### config.mk
export PLATFORM = sky130hd
export DESIGN_NAME = rti_delay
export DESIGN_NICKNAME = d
export VERILOG_FILES = /design/src/rti_delay.sv
export SDC_FILE = /design/constraint.sdc
export NUM_CORES = 1
export LEC_CHECK = 0
export ABC_AREA = 1
export ABC_CLOCK_PERIOD_IN_PS = 1000
export BUFFER_PORTS_ARGS = -buffer_cell sky130_fd_sc_hd__buf_2
export CORE_MARGIN = 1.5
export CORE_UTILIZATION = 49
export DETAILED_ROUTE_END_ITERATION = 7
export PLACE_DENSITY = 0.82
export SYNTH_ARGS = -nofsm -noshare
export SYNTH_HDL_FRONTEND = slang
export SYNTH_SLANG_ARGS = --single-unit
### constraint.sdc
create_clock -name clk -period 1 [get_ports clk]
set_input_delay 0.05 -clock clk [delete_from_list [all_inputs] [get_ports clk]]
set_output_delay 0.05 -clock clk [all_outputs]
set_load 0.01 [all_outputs]
### src/rti_delay.sv
module rti_delay #(
    parameter int W = 8,
    parameter int N = 4
) (
    input  logic         clk,
    input  logic [W-1:0] din,
    output logic [W-1:0] dout
);
    logic [W-1:0] sr_reg [N];

    // Plain register chain that keeps side data aligned with a long pipe.
    always_ff @(posedge clk)
    begin
        sr_reg[0] <= din;
        for (int k = 1; k < N; k++)
        begin
            sr_reg[k] <= sr_reg[k-1];
        end
    end

    assign dout = sr_reg[N-1];

endmodule

==> summary.txt <==
Run status
  – Status: completed

Finish
  – ANT cells: 0
  – Multi-input gate area: 0 µm²
  – Sequential Area: 640.6 µm²
  – Max reg flops: 32
  – Share of cells above drive strength 1: 37.50%
  – Multi-input gates: 0
  – Commonest non-fill, non-tap cell in the layout: dfxtp_1
  – Design Area, Final: 879.6 µm²
  – Util after Layout: around 76%
  – Area grow syn2layout: 37.30%
  – Commonest cells after routing, fill and taps aside: dfxtp_1, buf_2, dlygate4sd3_1
  – Fill cells: 69
  – Non-Filler Instances: 78
  – # nets final: 72

Worst setup path
  – CP peak stage delay: 0.31 ns
  – Crit-path cells: buf_2
  – Crit-path max FO: 1
  – Critical Path Slowest Stage Cell: dfxtp_1
  – Critical Path AT: between 0.7 and 0.8 ns
  – Worst Setup Path Type: register to output pin
  – CP Buf/Inv Count: 1
  – Delay-heaviest family, CP: flip-flops
  – WP data required: 0.95 ns
  – Worst Setup Start Kind: register
  – Endpoint type of the worst setup path: output pin

Floorplan
  – Die Y: 39.16 µm
  – Die area: 1533 µm²
  – DIE WIDTH: between 30 and 40 µm
  – FP Rows: 12
  – Initial core utilization: between 50% and 60%
  – Ports: 17
  – Core area: between 1000 and 1500 µm²

CTS
  – Skew-Pair Late Insertion Delay: 0.31 ns
  – Post-CTS sizing: 0
  – TritonCTS clock tree: yes
  – Worst-path clk slew: approximately 0.090 ns
  – CTS sink count: 32
  – Clk buf depth: 2
  – Root Buffer: clkbuf_4
  – CTS buffer count: 5
  – H-tree depth: 2

Pwr
  – Net Sw Frac: 19.51%
  – Net Sw Power: around 420 µW
  – Pint: between 1.5 and 2 mW
  – Power Total: between 2 and 2.5 mW
  – Comb pwr share: approximately 3.0%
  – Worst VDD drop: 0.001602 V
  – Clock network fraction of total power: between 30% and 40%
  – Pleak: 0.4044 nW
  – Power Dens Cells: 2426 nW/µm²
  – Reg power frac: between 60% and 70%

Global routing
  – GRT Total Usage: 15.76%
  – Number of global-route vias before repair: 296
  – First-pass GRT wire length: approximately 1200 µm
  – GRT Residual Overflow: 0
  – Initial antenna violation count: 0
  – Largest net degree at the start of global routing: 11

Detailed routing
  – Vias per cell: roughly 3.9
  – Detailed Route WL: 809 µm
  – Vias: just over 300
  – Number of routed nets with antenna violations: 0
  – Avg WL per Cell: 10.37 µm
  – # DRC: 0
  – First-pass DRT Iterations: 2
  – DRT iter0 DRCs: 1

Timing
  – Setup_tns: 0 ns
  – RSZ-0062 raised after global routing: false
  – Final worst path period share: about four fifths
  – Achievable Freq: around 1300 MHz
  – Final setup fails: 0
  – Fin crit period: 0.7946 ns
  – Slew headroom: 93.91%
  – Final Max Slew Viols: 0
  – Hold violation count in the final report: 0
  – Fin Clk Skew: 0.006602 ns
  – Tightest Pin Transition: 0.09134 ns

Placed design
  – Buffers on Ports: 16
  – Placed inst area: 738.2 µm²
  – DP Cell Count: slightly above 60
  – Placer Congestion: 0.5095

Yosys
  – Avg Synthesized Cell Area: 20.02 µm²
  – Cells after Synth: 32
  – Mapped Area: 640.6 µm²
  – Netlist cell types: 1
  – Sequential cell area fraction in the yosys report: between 90% and 100%
  – Post-synth net total: 41
  – Yosys warnings: 0
  – Yosys reg bits: 32

Run
  – Max Cap Viol: 0

Worst hold path
  – Hold Path Class: register to register
[cell families after synthesis]
logic type | after synthesis | share of synthesized area [%]
flip-flops | 32 | 100.0
[metrics by stage]
step | hold WS [ns] | setup WS, ns
6_report | 0.3294 | 0.2054
4_1_cts | 0.3289 | 0.1787
3_3_place_gp | 0.1520 | 0.5542
3_5_place_dp | 0.1536 | 0.5444
2_1_floorplan | 0.07772 | 0.6192
5_1_grt | 0.3365 | 0.1262
[power by group through the flow]
stage	clock network [mW]	registers [mW]	logic (mW)
floorplan	0	1.39	0
global placement	0	1.38	0.0381
detailed placement	0	1.39	0.0393
CTS	0.747	1.36	0.0629
global route	0.799	1.36	0.0703
finish	0.715	1.35	0.0645
[final cells by class]
type,instances,share of cell area [%]
clock buffers,6,5.832
flip-flops and latches,32,72.83
repair buffers,24,18.21
well taps,14,1.991
clock inverters,2,1.138
[worst paths after layout]
check	cells after the start	startpoint	slack [ns]	end
max reg2reg	0	sr_reg[1][0]	0.59	sr_reg[2][0]
min	0	sr_reg[2][7]	0.33	sr_reg[3][7]
max	1	sr_reg[3][1]	0.21	dout[1]
min reg2reg	0	sr_reg[2][7]	0.33	sr_reg[3][7]
[repair_timing]
item                                   in CTS  in global routing
buffers inserted                            0                  0
hold buffers                                8                  0
endpoints found under the hold margin       8                  0
[metal layers]
layer	part of all wire, %	track usage, %	wire length [µm]
met5	0	0	0
met4	3.3	20.69	27
met3	10	10.40	84
met2	53	25.83	426
met1	33	9.125	270
[Yosys cell counts]
master,number,share of area [%]
dfxtp_1,32,100
No activity file was read; power rests on OpenSTA's default activity.
