===== config.mk =====
export PLATFORM = sky130hd
export DESIGN_NAME = rti_sqrt
export DESIGN_NICKNAME = d
export VERILOG_FILES = /design/src/rti_pkg.sv /design/src/rti_sqrt.sv
export SDC_FILE = /design/constraint.sdc
export NUM_CORES = 1
export LEC_CHECK = 0
export BUFFER_PORTS_ARGS = -buffer_cell sky130_fd_sc_hd__buf_2
export CAP_MARGIN = 5
export CORE_ASPECT_RATIO = 0.5
export CORE_MARGIN = 5
export CORE_UTILIZATION = 35
export CTS_CLUSTER_SIZE = 10
export DETAILED_ROUTE_END_ITERATION = 7
export GPL_TIMING_DRIVEN = 0
export SYNTH_ARGS = -nofsm -noshare
export SYNTH_HDL_FRONTEND = slang
export SYNTH_SLANG_ARGS = --single-unit
export TNS_END_PERCENT = 20

===== constraint.sdc =====
create_clock -name clk -period 8.9 [get_ports clk]
set_input_delay 0.89 -clock clk [delete_from_list [all_inputs] [get_ports clk]]
set_output_delay 0.89 -clock clk [all_outputs]
set_load 0.02 [all_outputs]

===== src/rti_pkg.sv =====
package rti_pkg;

    // Fixed field widths of the block.
    localparam int COORD_W    = 32;
    localparam int DIST_W     = 31;
    localparam int NORM_W     = 16;
    localparam int CFG_ADDR_W = 3;

    // Internal exact-arithmetic widths.
    localparam int EDGE_W     = 33;                 // vertex differences
    localparam int PAIR_W     = 2 * EDGE_W;         // one cross-product term
    localparam int VEC_W      = 67;                 // cross-product components
    localparam int PROD_W     = EDGE_W + VEC_W;     // one dot-product term
    localparam int DOT_W      = 104;                // dot products with headroom
    localparam int NSQ_W      = 2 * VEC_W;          // squared normal component
    localparam int NN_W       = 136;                // squared normal length
    localparam int NORM_SHIFT = 28;                 // 2 * fractional bits of Q2.14
    localparam int NNUM_W     = NSQ_W + NORM_SHIFT;
    localparam int QUO_W      = 31;                 // quotient bits of every divider
    localparam int SQRT_IN_W  = 29;
    localparam int SQRT_OUT_W = 15;
    localparam int MUL_LW     = 32;                 // limb width of the wide multiplier

    // Configuration register indexes.
    typedef enum logic [CFG_ADDR_W-1:0] {
        REG_ORIGIN_X = 3'd0,
        REG_ORIGIN_Y = 3'd1,
        REG_ORIGIN_Z = 3'd2,
        REG_DIR_X    = 3'd3,
        REG_DIR_Y    = 3'd4,
        REG_DIR_Z    = 3'd5,
        REG_MAX_DIST = 3'd6
    } cfg_reg_t;

    // Per-item decision flags that ride alongside the long divide pipes.
    typedef struct packed {
        logic       pass;
        logic       flip;
        logic [2:0] nneg;
    } tri_flags_t;

endpackage


===== src/rti_sqrt.sv =====
module rti_sqrt #(
    parameter int IW = 29
) (
    input  logic                      clk,
    input  logic [IW-1:0]             x,
    output logic [(IW+1)/2-1:0]       root
);
    import rti_pkg::*;

    localparam int N  = (IW + 1) / 2;
    localparam int XW = IW + 1;

    logic [XW-1:0] x_reg [N];
    logic [XW-1:0] r_reg [N];

    // Digit-by-digit integer square root, one result bit per stage.
    for (genvar k = 0; k < N; k++) begin : g_stage
        logic [XW-1:0] x_prev;
        logic [XW-1:0] r_prev;
        logic [XW-1:0] bit_val;
        logic [XW-1:0] trial;

        if (k == 0) begin : g_first
            assign x_prev = XW'(x);
            assign r_prev = '0;
        end else begin : g_next
            assign x_prev = x_reg[k-1];
            assign r_prev = r_reg[k-1];
        end

        assign bit_val = XW'(1) << (2 * (N - 1 - k));
        assign trial   = r_prev + bit_val;

        always_ff @(posedge clk)
        begin
            if (x_prev >= trial)
            begin
                x_reg[k] <= x_prev - trial;
                r_reg[k] <= (r_prev >> 1) + bit_val;
            end
            else
            begin
                x_reg[k] <= x_prev;
                r_reg[k] <= r_prev >> 1;
            end
        end
    end

    assign root = r_reg[N-1][N-1:0];

endmodule


==> impl_results.md <==
* Area of the core at 57000 sq um
* CP Max Fanout at 10
* Hold WS at 0.342 ns
* Layout Cells excl Fill at 2815
* Grt met2 use at 0.202
* Die Span X at 348 um
* Post-synthesis sequential area ratio at 0.540
* Worst path bufs/invs at 3
* Post-synth top flop: dfxtp_1
* # fillers at 5550
* Root buffer cell: clkbuf_16
* Simple-gate area share of the yosys netlist at 0.143
* Final Hold Fails at 0
* N_diodes at 0
* Avg Inst Size Synth at 10.3 sq um
* Critical-path cell list: inv_1 -> ha_1 -> nor2b_1 -> o31a_1 -> or4_1 -> a311oi_1 -> clkbuf_1 -> clkbuf_1 -> nand2_1 -> o21ai_0
* Placer Congestion at 0.915
* Register area at 10800 sq um
* Mux contribution to synthesized area at 0.0109
* Async S/R FF share, synth at 0
* Syn Inst Count at 1941
* Maximum VDD drop at 0.177 mV
* Post-DP HPWL at 28800 um
* Clock sink total at 540
* Number of synthesized flops with an enable pin at 0
* Final net count at 2207
* Die Y at 179 um
* Pwr Density at 325 nW/um^2
* Hold Crit Class: register to register
* Post-synthesis adder-cell area fraction at 0.0819
* Total wire length at 38000 um
* Seq cells post-synth at 540
* Pin count of the biggest net entering global routing at 19
* Synth Warn # at 0
* Initial antenna violation count at 0
* Clock transition at the registers of the reported paths at 0.06 ns
* Clock Skew at 0.0319 ns
* Remaining antenna violation count at 0
* Number of buffers created by CTS at 59
* Xor and xnor area share after synthesis at 0.0726
* Slew Viols, Final at 0
* GR peak layer: met2
* Postcts setup bufs at 0
* Lkg Pwr at 10.1 nW
* Largest family of logic cells by synthesized area: simple AND/OR/NAND/NOR gates
* Crit path kind: register to register
* GRT Resource Usage Total at 0.123
* Cell accounting for the most synthesized area: dfxtp_1
* Via-per-instance ratio at 4.63
* Synthesized area at 20000 sq um
* Final Cycle Share at 0.367
* Synth top area cells: dfxtp_1 (54%), ha_1 (8.2%), xnor2_1 (3.8%), xor2_1 (3.5%), inv_1 (3.0%)
* Final instance area at 22800 sq um
* Vias in the first global route at 13200
* Layout cells sized above 1 at 0.0728
* Compound-Gate Fraction of Synth Area at 0.114
* Reg power frac at 0.459
* Sw Share at 0.315
* RSZ-0062 raised after global routing: false
* Worst-skew pair later-pin latency at 0.62 ns
* Std cell rows at 62
* DR vias at 13000
* CTS Hold Bufs at 0
* Global-route wire length before repair at 64000 um
* DP Cell Count at 2753
* Critical path arrival at 3.79 ns
* Drt first-iter violations at 690
* Cell variety after synth at 77
* FMAX at 0.306 GHz
* Cts repair resizes at 0
* CP endpoint kind: register
* Placed Area at 21200 sq um
* Sw Pwr at 2.33 mW
* Die area at 62400 sq um
* Port Buf Inserts at 43
* Worst-Margin Slew at 0.981 ns
* Starting density of the core at 0.351
* Met1 Use GR at 0.159
* Internal power at 5.07 mW
* GRT overflow at 0
* CTS tree: built
* Final total power at 7.40 mW
* H-tree levels at 2
* GR Util met3 at 0.0277
* Final min period at 3.27 ns
* Finish-stage setup viols at 0
* CP Data Required Time at 9.42 ns
* Ports at 45
* Cell mode on critical path: clkbuf_1
* Drt drc at 0
* Layout Area Growth over Synthesis at 13.7%
* Total of max-cap violations at 0
* Bufs on Longest Clock Path at 3
* Crit path max-delay family: buffers and inverters
* TNS Setup at 0 ns
* Area of the multi-input gates at 8450 sq um
* Slew headroom at 0.340
* Wirelength per Cell at 13.5 um
* CP startpoint kind: register
* Max reg flops at 420
* Synth top area share at 0.540
* Comb pwr share at 0.260
* Critical path's slowest cell: or4_1
* Outcome: complete, no violations
* Clock power share at 0.281
* Pre-antenna DRT Iters at 5
* Largest stage delay on the critical path at 0.51 ns
[cells in the mapped netlist (all sizes together) (4+ instances only)]
master and count:
nor2 82, nand2b 22, nand3b 7, nor3b 6, a211o 5, or2 7
a21o 28, buf 10, o221ai 4, o41ai 4, ha 131, xnor2 86
o31a 6, nor2b 20, clkbuf 19, nor3 55, mux2 10, nand3 27
a211oi 10, xor2 80, o21a 30, or3 22, or4 18, inv 161
and3 5, nand4b 9, and2 9, o31ai 14, dfxtp 540, nor4bb 4
nand4 21, nor4 57, a21oi 94, o311ai 4, mux2i 9, o21bai 8
nor4b 16, o21ai 111, a21boi 5, nand2 135, o211ai 8
[logic make-up after synthesis]
family,count (synthesis)
buf+inv,190
simple gates,532
flops,540
xor+xnor,166
fa+ha+maj,131
other cells,1
mux,19
compound gates,362
[through the flow]
step            util  worst slack, ns
3_3_place_gp   0.372             5.65
6_report       0.399             5.63
2_1_floorplan      -             6.05
4_1_cts        0.399             5.60
3_5_place_dp   0.372             5.64
5_1_grt        0.399             5.36
[worst reg2reg max path, stage by stage (launching register included)]
cell      delay (ns)
dfxtp_1         0.36
inv_1           0.06
ha_1            0.33
nor2b_1         0.17
o31a_1          0.28
or4_1           0.51
a311oi_1        0.40
clkbuf_1        0.46
clkbuf_1        0.40
nand2_1         0.11
o21ai_0         0.09
[area by class of cell]
class,count,share of cell area
sequential,540,0.475
multi-input combinational,1212,0.371
tap,768,0.0422
timing repair buffer,43,0.00946
inverter,161,0.0266
clock buffer,59,0.0649
buffer,29,0.00649
clock inverter,3,0.00396
[cells in the final DEF, fill, tap and decap left out, types with 10 or more instances in the layout]
cell type and n:
ha_1 131, clkbuf_1 19, dfxtp_1 540, nand2b_1 22
or3_1 22, a211oi_1 10, nor4b_1 15, nor2b_1 20
clkbuf_16 59, nand4_1 21, a21o_1 28, nor2_1 81
o21ai_0 110, inv_1 159, or4_1 16, buf_2 44
nor3_1 55, o21a_1 30, o31ai_1 14, xnor2_1 86
xor2_1 80, nand3_1 27, nand2_1 135, nor4_1 56
a21oi_1 93
[power groups by stage]
stage          Sequential, mW  Clock, mW  Combinational [mW]
2_1_floorplan            3.31          0                1.57
3_3_place_gp             3.44          0                1.89
3_5_place_dp             3.45          0                1.92
4_1_cts                  3.40       2.15                1.93
5_1_grt                  3.47       2.26                2.18
6_report                 3.40       2.08                1.93
[layer usage]
| metal | vias up | wire length, um |
|---|---|---|
| met5 | - | 0 |
| met4 | 0 | 1300 |
| met3 | 88 | 1730 |
| met2 | 258 | 16500 |
| met1 | 5776 | 18500 |
| li1 | 6924 | - |
[path summary, 6_finish.rpt]
path	start	endpoint	slack [ns]	cells past startpoint
worst max-delay path	r_reg[1][68]	x_reg[1][107]	5.63	10
worst min-delay path	x_reg[1][32]	x_reg[1][62]	0.34	0
worst max register to register	r_reg[1][68]	x_reg[1][107]	5.63	10
worst min register to register	x_reg[1][32]	x_reg[1][62]	0.34	0
Note: power is estimated with default switching activity, not from simulation.
